**config.mk**
```make
export PLATFORM = sky130hd
export DESIGN_NAME = key_debounce_long_press_repeat
export DESIGN_NICKNAME = d
export VERILOG_FILES = /design/src/hw/rtl/kdlp_pkg.sv /design/src/hw/rtl/kdlp_lane.sv /design/src/hw/rtl/kdlp_merge.sv /design/src/hw/rtl/key_debounce_long_press_repeat.sv
export SDC_FILE = /design/constraint.sdc
export NUM_CORES = 2
export LEC_CHECK = 0
export BUFFER_PORTS_ARGS = -buffer_cell sky130_fd_sc_hd__buf_2
export CORE_ASPECT_RATIO = 1.75
export CORE_MARGIN = 2
export CORE_UTILIZATION = 25
export CTS_CLUSTER_SIZE = 20
export DETAILED_ROUTE_END_ITERATION = 8
export PLACE_DENSITY_LB_ADDON = 0.15
export SYNTH_ARGS = -nofsm -noshare
export SYNTH_HDL_FRONTEND = slang
export SYNTH_SLANG_ARGS = --single-unit
```
**constraint.sdc**
```tcl
create_clock -name clk -period 4 [get_ports clk]
set_input_delay 0.2 -clock clk [delete_from_list [all_inputs] [get_ports clk]]
set_output_delay 0.2 -clock clk [all_outputs]
set_load 0.05 [all_outputs]
```
**src/hw/rtl/kdlp_pkg.sv**
```systemverilog
// Shared types and constants for the key debouncer with long press and auto-repeat.
`default_nettype none
package kdlp_pkg;

  // Event codes on event_kind
  typedef enum logic [1:0] {
    KIND_PRESS   = 2'd0,
    KIND_RELEASE = 2'd1,
    KIND_LONG    = 2'd2
  } kind_t;

  // Configuration register indexes
  localparam int CFG_IDX_W  = 4;
  localparam int CFG_DATA_W = 16;
  localparam logic [CFG_IDX_W-1:0] REG_LONG_PRESS_TICKS = 4'd0;
  localparam logic [CFG_IDX_W-1:0] REG_REPEAT_PERIOD    = 4'd1;
  localparam logic [CFG_IDX_W-1:0] REG_KEY_COUNT        = 4'd2;
  localparam logic [CFG_IDX_W-1:0] REG_PRESS_POLARITY   = 4'd3;

  // Register reset values
  localparam logic [15:0] LONG_PRESS_RST = 16'd500;
  localparam logic [7:0]  REPEAT_RST     = 8'd10;
  localparam logic [4:0]  KEY_COUNT_RST  = 5'd5;
  localparam logic [15:0] POLARITY_RST   = 16'hFFFF;

  // Events found by one lane in one tick: slot a is press/release,
  // slot b is long or repeat press and always follows slot a.
  typedef struct packed {
    logic  a_vld;
    kind_t a_kind;
    logic  b_vld;
    kind_t b_kind;
  } lane_ev_t;

  // Serializer status
  typedef struct packed {
    logic busy;
    logic pend_any;
  } merge_status_t;

endpackage
`default_nettype wire

```
**src/hw/rtl/kdlp_lane.sv**
```systemverilog
// One key lane: hysteresis filter, key state, hold and repeat counters.
`default_nettype none
module kdlp_lane #(
  parameter int FILTER_TICKS = 5
) (
  input  wire logic            clk,
  input  wire logic            rst,
  input  wire logic            en,
  input  wire logic            pressed,
  input  wire logic [15:0]     long_press_ticks,
  input  wire logic [7:0]      repeat_period,
  output kdlp_pkg::lane_ev_t   ev
);

  localparam logic [3:0] F_MID  = 4'(FILTER_TICKS);
  localparam logic [3:0] F_TOP  = 4'(2 * FILTER_TICKS);
  localparam logic [3:0] F_INIT = 4'(FILTER_TICKS / 2);

  logic [3:0]  filt;
  logic [3:0]  filt_next;
  logic        down;
  logic        down_next;
  logic [15:0] hold;
  logic [15:0] hold_next;
  logic [7:0]  rep;
  logic [7:0]  rep_next;
  logic [15:0] hold_inc;
  logic [7:0]  rep_inc;

  assign hold_inc = hold + 16'd1;
  assign rep_inc  = rep + 8'd1;

  always_comb begin
    filt_next = filt;
    down_next = down;
    hold_next = hold;
    rep_next  = rep;
    ev        = '0;
    ev.a_kind = kdlp_pkg::KIND_PRESS;
    ev.b_kind = kdlp_pkg::KIND_PRESS;
    if (pressed) begin
      if (filt < F_MID) begin
        filt_next = F_MID;
      end else if (filt < F_TOP) begin
        filt_next = filt + 4'd1;
      end else begin
        if (!down) begin
          down_next = 1'b1;
          ev.a_vld  = 1'b1;
        end
        if (long_press_ticks != 16'd0) begin
          if (hold < long_press_ticks) begin
            hold_next = hold_inc;
            if (hold_inc == long_press_ticks) begin
              ev.b_vld  = 1'b1;
              ev.b_kind = kdlp_pkg::KIND_LONG;
            end
          end else if (repeat_period != 8'd0) begin
            if (rep_inc >= repeat_period) begin
              rep_next = 8'd0;
              ev.b_vld = 1'b1;
            end else begin
              rep_next = rep_inc;
            end
          end
        end
      end
    end else begin
      if (filt > F_MID) begin
        filt_next = F_MID;
      end else if (filt != 4'd0) begin
        filt_next = filt - 4'd1;
      end else if (down) begin
        down_next = 1'b0;
        ev.a_vld  = 1'b1;
        ev.a_kind = kdlp_pkg::KIND_RELEASE;
      end
      hold_next = 16'd0;
      rep_next  = 8'd0;
    end
    // events count only for a scanned key on an accepted tick
    ev.a_vld = ev.a_vld & en;
    ev.b_vld = ev.b_vld & en;
  end

  always_ff @(posedge clk) begin
    if (rst) begin
      filt <= F_INIT;
      down <= 1'b0;
      hold <= 16'd0;
      rep  <= 8'd0;
    end else if (en) begin
      filt <= filt_next;
      down <= down_next;
      hold <= hold_next;
      rep  <= rep_next;
    end
  end

endmodule
`default_nettype wire

```
**src/hw/rtl/kdlp_merge.sv**
```systemverilog
// Event merge: captures the lanes' event slots and sends them out one at a time in slot order.
`default_nettype none
module kdlp_merge #(
  parameter int NUM_KEYS = 16
) (
  input  wire logic                  clk,
  input  wire logic                  rst,
  input  wire logic                  load,
  input  wire logic [2*NUM_KEYS-1:0] slot_ev,
  input  wire kdlp_pkg::kind_t       slot_kind [2*NUM_KEYS],
  input  wire logic                  event_stall,
  output logic                       event_valid,
  output logic [3:0]                 event_key,
  output logic [1:0]                 event_kind,
  output logic                       last_event,
  output kdlp_pkg::merge_status_t    status
);

  localparam int NSLOT = 2 * NUM_KEYS;
  localparam int IW    = $clog2(NSLOT);

  logic [NSLOT-1:0] pend;
  kdlp_pkg::kind_t  kinds [NSLOT];
  logic [IW-1:0]    idx;
  logic             busy;
  logic             out_free;
  logic             take;
  logic [NSLOT-1:0] rest;

  assign out_free = !event_valid || !event_stall;
  assign take     = busy && pend[idx] && out_free;
  assign rest     = pend & ~(NSLOT'(1) << idx);

  assign status.busy     = busy;
  assign status.pend_any = |pend;

  always_ff @(posedge clk) begin
    if (rst) begin
      pend <= '0;
      idx  <= '0;
      busy <= 1'b0;
    end else if (load) begin
      pend <= slot_ev;
      idx  <= '0;
      busy <= |slot_ev;
    end else if (busy) begin
      if (!pend[idx]) begin
        idx <= idx + IW'(1);
      end else if (out_free) begin
        pend <= rest;
        idx  <= idx + IW'(1);
        busy <= |rest;
      end
    end
  end

  always_ff @(posedge clk) begin
    if (load) begin
      kinds <= slot_kind;
    end
  end

  // output register
  always_ff @(posedge clk) begin
    if (rst) begin
      event_valid <= 1'b0;
    end else if (take) begin
      event_valid <= 1'b1;
    end else if (!event_stall) begin
      event_valid <= 1'b0;
    end
  end

  always_ff @(posedge clk) begin
    if (take) begin
      event_key  <= 4'(idx >> 1);
      event_kind <= kinds[idx];
      last_event <= (rest == '0);
    end
  end

endmodule
`default_nettype wire

```
**src/hw/rtl/key_debounce_long_press_repeat.sv**
```systemverilog
// Top level of the key debouncer with long press and auto-repeat.
`default_nettype none
// Each accepted transfer on the tick channel is one scan tick of raw pin
// levels. All scanned keys are filtered in parallel lanes in the cycle the
// tick is accepted; the events found are then sent out in key order, press
// or release before long or repeat press for the same key, with last_event
// set on the final event of the tick. A tick with events holds tick_stall
// high while the serializer walks its event slots in order up to the last
// pending one, one slot per cycle unless event_stall holds the output
// register while a pending slot waits. The output register lets the next
// tick be accepted while the final event of the previous one still waits.
// Registers are written through the cfg channel (always ready); write only
// while no events are pending.
module key_debounce_long_press_repeat #(
  parameter int NUM_KEYS     = 16,
  parameter int FILTER_TICKS = 5
) (
  input  wire logic                           clk,
  input  wire logic                           rst,
  // scan ticks
  input  wire logic                           tick_valid,
  output logic                                tick_stall,
  input  wire logic [15:0]                    pin_levels,
  // events
  output logic                                event_valid,
  input  wire logic                           event_stall,
  output logic [3:0]                          event_key,
  output logic [1:0]                          event_kind,
  output logic                                last_event,
  // configuration writes
  input  wire logic                           cfg_valid,
  output logic                                cfg_ready,
  input  wire logic [kdlp_pkg::CFG_IDX_W-1:0]  cfg_index,
  input  wire logic [kdlp_pkg::CFG_DATA_W-1:0] cfg_data
);

  localparam int NSLOT = 2 * NUM_KEYS;

  logic [15:0] long_press_ticks;
  logic [7:0]  repeat_period;
  logic [4:0]  key_count;
  logic [15:0] press_polarity;
  logic [4:0]  count_eff;
  logic        tick_xfer;

  kdlp_pkg::lane_ev_t      lane_ev [NUM_KEYS];
  logic [NSLOT-1:0]        slot_ev;
  kdlp_pkg::kind_t         slot_kind [NSLOT];
  kdlp_pkg::merge_status_t mstat;

  // config registers
  assign cfg_ready = 1'b1;

  always_ff @(posedge clk) begin
    if (rst) begin
      long_press_ticks <= kdlp_pkg::LONG_PRESS_RST;
      repeat_period    <= kdlp_pkg::REPEAT_RST;
      key_count        <= kdlp_pkg::KEY_COUNT_RST;
      press_polarity   <= kdlp_pkg::POLARITY_RST;
    end else if (cfg_valid && cfg_ready) begin
      case (cfg_index)
        kdlp_pkg::REG_LONG_PRESS_TICKS: long_press_ticks <= cfg_data;
        kdlp_pkg::REG_REPEAT_PERIOD:    repeat_period    <= cfg_data[7:0];
        kdlp_pkg::REG_KEY_COUNT:        key_count        <= cfg_data[4:0];
        kdlp_pkg::REG_PRESS_POLARITY:   press_polarity   <= cfg_data;
        default: ;
      endcase
    end
  end

  // key counts above the lane count clamp to it
  assign count_eff = (key_count > 5'(NUM_KEYS)) ? 5'(NUM_KEYS) : key_count;

  // one tick at a time: stalled while the serializer still has slots
  assign tick_stall = mstat.busy;
  assign tick_xfer  = tick_valid && !tick_stall;

  for (genvar i = 0; i < NUM_KEYS; i++) begin : g_lane
    kdlp_lane #(
      .FILTER_TICKS(FILTER_TICKS)
    ) u_lane (
      .clk              (clk),
      .rst              (rst),
      .en               (tick_xfer && (5'(i) < count_eff)),
      .pressed          (pin_levels[i] != press_polarity[i]),
      .long_press_ticks (long_press_ticks),
      .repeat_period    (repeat_period),
      .ev               (lane_ev[i])
    );

    // slot 2i: press/release, slot 2i+1: long or repeat press
    assign slot_ev[2*i]     = lane_ev[i].a_vld;
    assign slot_ev[2*i+1]   = lane_ev[i].b_vld;
    assign slot_kind[2*i]   = lane_ev[i].a_kind;
    assign slot_kind[2*i+1] = lane_ev[i].b_kind;
  end

  kdlp_merge #(
    .NUM_KEYS(NUM_KEYS)
  ) u_merge (
    .clk         (clk),
    .rst         (rst),
    .load        (tick_xfer),
    .slot_ev     (slot_ev),
    .slot_kind   (slot_kind),
    .event_stall (event_stall),
    .event_valid (event_valid),
    .event_key   (event_key),
    .event_kind  (event_kind),
    .last_event  (last_event),
    .status      (mstat)
  );

  // serializer never sits idle with slots still pending
  a_idle_empty: assert property (@(posedge clk) disable iff (rst)
    !mstat.busy |-> !mstat.pend_any)
    else $error("pending event slots while serializer idle");

  // events only name scanned keys
  a_key_range: assert property (@(posedge clk) disable iff (rst)
    event_valid |-> ({1'b0, event_key} < count_eff))
    else $error("event for an unscanned key");

  // only defined event codes leave the block
  a_kind_code: assert property (@(posedge clk) disable iff (rst)
    event_valid |-> (event_kind == kdlp_pkg::KIND_PRESS ||
                     event_kind == kdlp_pkg::KIND_RELEASE ||
                     event_kind == kdlp_pkg::KIND_LONG))
    else $error("undefined event kind");

  // an accepted tick with events keeps the tick channel stalled next cycle
  a_busy_after_load: assert property (@(posedge clk) disable iff (rst)
    (tick_xfer && (slot_ev != '0)) |=> tick_stall)
    else $error("tick channel open with events pending");

endmodule
`default_nettype wire

```
Word level (Yosys, flattened, before mapping)
Cells that the tools add are included.

Input port bits: 41. Flip-flop bits (word level): 619. Word-level logic and storage cells: 1314.

Reductions and logical operators: 167. Shift operators: 1. Bitwise operators: 68. Equality and inequality tests: 181. Multiplexer cells: 626. $lt $le $gt $ge: 99. $add $sub $neg: 65.

Operator list (number): two-way mux 16 bit (80); two-way mux 8 bit (112); two-way mux 3 bit (128); two-way mux 4 bit (80); adder 16 x 1 -> 16 bit (second input constant) (16); equality test 16 bit (16); less-than comparator 16 bit (16); two-way mux 1 bit (199); inequality test 2 bit (second input constant) (96); AND reduction 5 bit (32); adder 8 x 1 -> 8 bit (second input constant) (16); greater-or-equal comparator 8 bit (16); two-way mux 32 bit (4); AND reduction 6 bit (16); OR reduction 5 bit (16); inequality test 2 x 1 -> 1 bit (second input constant) (34); adder 4 x 1 -> 4 bit (second input constant) (16); > comparator 4 x 3 -> 1 bit (second input constant) (16); less-than comparator 4 x 3 -> 1 bit (second input constant) (16); less-than comparator 4 bit (second input constant) (16); nonzero test 4 bit (16); OR reduction 32 bit (2); subtractor 4 x 1 -> 4 bit (second input constant) (16); AND reduction 3 bit (17); 34 further kinds (215).

Logic depth before layout (Yosys ltp)
Depth in word-level cells: 12. Gate-level depth with buffers: 16. Gate-level depth less buffers: 14.

Cells and area by module
From an unflattened synthesis, not the netlist that was laid out.

Cell total of the unflattened synthesis: 6553. Area, all modules: 52795.6 sq um.

By module, submodules not included: kdlp_lane at g_lane[0].u_lane ... (area an instance 2827.7 sq um, cells each 368, instances 15); kdlp_merge (area an instance 5298.8 sq um, cells each 418, instances 1); kdlp_lane at g_lane[5].u_lane (area an instance 2860.2 sq um, cells each 369, instances 1); key_debounce_long_press_repeat (area an instance 2220.9 sq um, cells each 246, instances 1).

Worst setup path before layout
No wires, ideal clock.

Path type: reg-to-reg. From: register long_press_ticks[11]. To: register u_merge.busy. Buffers on the path: 4. Arrival time: 3790 ps. Clock period less this slack: 3928 ps. Cell stages (with the launch flop): 16. Required time: 3862 ps. Library setup time: 138 ps. Slack: 72 ps. Path through: dfxtp_1 -> buf_2 -> buf_1 -> buf_2 -> inv_1 -> ha_1 -> nand4_1 -> or4_1 -> a21o_1 -> o211ai_2 -> or3_1 -> buf_2 -> o32ai_1 -> or4b_1 -> nor4_1 -> a41oi_1.

Cells in the longest elaborated chain, start to end: 10. Elaborated cells between the ends (all ways): 147.

RTL lines: start: declaration (RTL line key_debounce_long_press_repeat.sv:39) `logic [15:0] long_press_ticks;`; start signal: assignment (RTL line key_debounce_long_press_repeat.sv:56) `long_press_ticks <= kdlp_pkg::LONG_PRESS_RST;`; start signal: assignment (RTL line key_debounce_long_press_repeat.sv:62) `kdlp_pkg::REG_LONG_PRESS_TICKS: long_press_ticks <= cfg_data;`; parallel branches: the longest is 8 deep, another holds less-than comparator 16 bit; OR reduction 32 bit (*) (RTL line kdlp_merge.sv:45) `busy <= |slot_ev;`; two-way mux 1 bit (*) (RTL line kdlp_merge.sv:42) `end else if (load) begin`; end signal: assignment (RTL line kdlp_merge.sv:45); end signal: assignment (RTL line kdlp_merge.sv:52) `busy <= |rest;`; end: declaration (RTL line kdlp_merge.sv:25) `logic busy;`.

Every way passes the cells marked *. A chain may end at the register's enable or synchronous reset.

Final worst setup path
From: register long_press_ticks[9]. To: register u_merge.busy.

The elaborated chain is that of the path after synthesis.

==> results.ini <==
[outcome]
status=complete, no violations

[timing]
setup_tns_ns=0
tightest_slew_ns=1.17
fin_crit_ns=3.85
finalWorstSetupSlack_ns=0.145
finClkSkew_ns=0.0364
fin_crit_sh=0.964
max_freq_mhz=259
final_max_slew_viol_count=0
maxSlewHeadroom=0.218
finalSetupViolCount=0
grt_setup_unrepaired=yes
hold_viol_final=0

[placed_design]
hpwl_mm=150
place_congestion=0.883
portBuffers=49
dp_slack_ns=0.107
dpl.cell_count=8503

[setup_path]
reg2reg_to=u_merge.busy
critPathMostFrequentCell=buf_4
arrival_ns=4.44
crit_chain=inv_2, buf_4, ha_1, a21oi_1, nor2_1, a2111oi_0, o21ai_0, a221oi_1, buf_4, nor4b_1, o21bai_1, o211ai_1, nor4_1, a41oi_1
rrSetupSlack_ns=0.15
critPathRequiredTime_ns=4.59
crit_type=reg -> reg
r2r_cells=14
endpoint_kind=register
start_kind=register
crit_path_max_incr_delay_ns=0.46
path_max_fanout=11
path_delay_family=compound AO/OA/AOI/OAI gates
path_buf_inv=3
cpMaxStageDelayCell=inv_2
r2r_start=long_press_ticks[9]

[min_path]
min_from=pin_levels[3]
holdPathStages=4
holdPathEnd=g_lane[3].u_lane.filt[2]
hp-class=in -> reg

[logic_synthesis]
synth_cell_types=107
seq_area_frac_synth=0.257
yosysMostFrequentCell=nor2_1
synth_edf_count=39
synth_async_sr_flop_share=0
synth_common_cells=nor2_1, a21oi_1, dfxtp_1
syn-num-nets=6558
yosysTopAreaCellShare=0.232
avgSynthCellArea_um2=7.83
synth_area_leader_cell=dfxtp_1
yosys_warnings=0
synth.area.top_cells=dfxtp_1, ha_1, a21oi_1
syn-instance-count=6031
netlist_area_um2=47200
ys_seq_elements=587
synth_ff_type=dfxtp_1

[floorplan]
start_util=0.251
io_pins=51
die_area_um2=192000
core-area_um2=188000
die_w_um=332
rows=211
chipHeight_um=579

[clock_network]
cts_tree=yes
cts_setup_buffers=0
htreeDepth=3
clk_latency_ns=0.68
cts-buffers-inserted=70
cts.sinks=587
cts-root-buf=clkbuf_16
cts_buffer_depth=3
cts.clk_slew.worst_paths_ns=0.06

[finish]
layout.nets=6676
syn_to_final_growth_pct=14.9
stdcell_count=8660
drive_above_1_share=0.0959

[power_and_ir_drop]
leakagePower_nw=21.2
cellPowerDensity_nw_per_um2=264
power_mw=14.3
peakVddDrop_mv=0.266

[job]
drv_cap=0

[route]
dr.pass1.iters=5
wl_per_cell_um=23.3
drc_errors=0
drtIter0Drc=2866
num_vias=46630
ant_nets=0
vias_per_cell=5.38
finalWirelength_mm=202

[grt]
antenna_found_initial=5
grt_pass1_wl_mm=299
grt_pass1_vias=45668
grt_usage=0.204
grt_max_degree=150
grt.overflow.total=0

[state kept, by name (all words and copies together), names as in the netlist]
signal and cells:
u_merge.event_kind 2, u_merge.event_key 4, long_press_ticks 16, u_merge.pend 32
u_merge.kinds 32, u_merge.last_event 1, repeat_period 8, g_lane.u_lane.down 16
g_lane.u_lane.filt 64, g_lane.u_lane.hold 256, key_count 5, u_merge.busy 1
u_merge.idx 5, u_merge.event_valid 1, press_polarity 16, g_lane.u_lane.rep 128
[metrics by stage]
stage | utilization | instance area, um2 | hold slack (ns)
2_1_floorplan | - | 47200 | 0.324
3_3_place_gp | 0.275 | 51700 | 0.451
3_5_place_dp | 0.275 | 51700 | 0.458
4_1_cts | 0.288 | 54200 | 0.0432
5_1_grt | 0.288 | 54200 | 0.0663
6_report | 0.288 | 54200 | 0.0830
[logic make-up after synthesis]
logic type | synth area share
compound gates | 0.219
xor+xnor | 0.0840
fa+ha+maj | 0.129
buf+inv | 0.0414
flops | 0.257
mux | 0.0184
other cells | 0.0000794
simple gates | 0.251
[worst reg2reg max path: cells and delay by family, from the launching register on]
family	cells	cell delay [ns]
adder cells (fa/ha/maj)	1	0.26
AO/OA/AOI/OAI	7	1.65
flip-flops	1	0.33
AND/OR/NAND/NOR	3	0.58
buffers and inverters	3	0.97
[metal layers]
metal | vias up | wire (um) | track usage
li1 | 22456 | - | -
met1 | 22795 | 80200 | 0.230
met2 | 1010 | 103000 | 0.376
met3 | 367 | 6750 | 0.0208
met4 | 2 | 12000 | 0.111
met5 | - | 13 | 0
[cell usage in the layout, fill, tap and decap left out, types with 128 or more instances in the layout]
cell type	instances
a21oi_1	568
buf_4	299
dfxtp_1	530
ha_1	486
nand2_1	378
nand3_1	219
nand4_1	136
nor2_1	584
nor3_1	128
o21ai_0	495
xnor2_1	255
xor2_1	179
[report_power, final]
| group | switching, mW | total (mW) | internal, mW | leakage (nW) |
|---|---|---|---|---|
| combinational | 0.962 | 1.42 | 0.458 | 15.3 |
| sequential | 0.127 | 6.12 | 5.99 | 4.81 |
| clock | 3.00 | 6.77 | 3.77 | 1.12 |
[worst max-delay path by stage]
stage,start,endpoint,slack (ns),depth (start not counted)
after floorplan,long_press_ticks[11],u_merge.busy,0.07,15
after detailed placement,g_lane[14].u_lane.hold[1],u_merge.busy,0.11,13
after CTS,g_lane[14].u_lane.hold[1],u_merge.busy,0.10,13
after global routing,long_press_ticks[9],u_merge.busy,-0.008,14
final,long_press_ticks[9],u_merge.busy,0.15,14
after global placement,repeat_period[0],u_merge.busy,0.18,12
[final cells by class]
cell class | count | area, um2
diodes | 5 | 12.5
clock buffers | 105 | 2060
clock inverters | 24 | 221
fillers | 20324 | 134000
inverters | 142 | 534
multi-input cells | 4963 | 33200
flip-flops and latches | 587 | 12200
well taps | 2449 | 3060
repair buffers | 385 | 3010
[repair_timing]
action                     CTS  global route
gates resized for setup      0             5
hold buffers                23             0
hold endpoints to repair    80             0
setup endpoints to repair    0            11
Power figures use the tool's default switching activity.
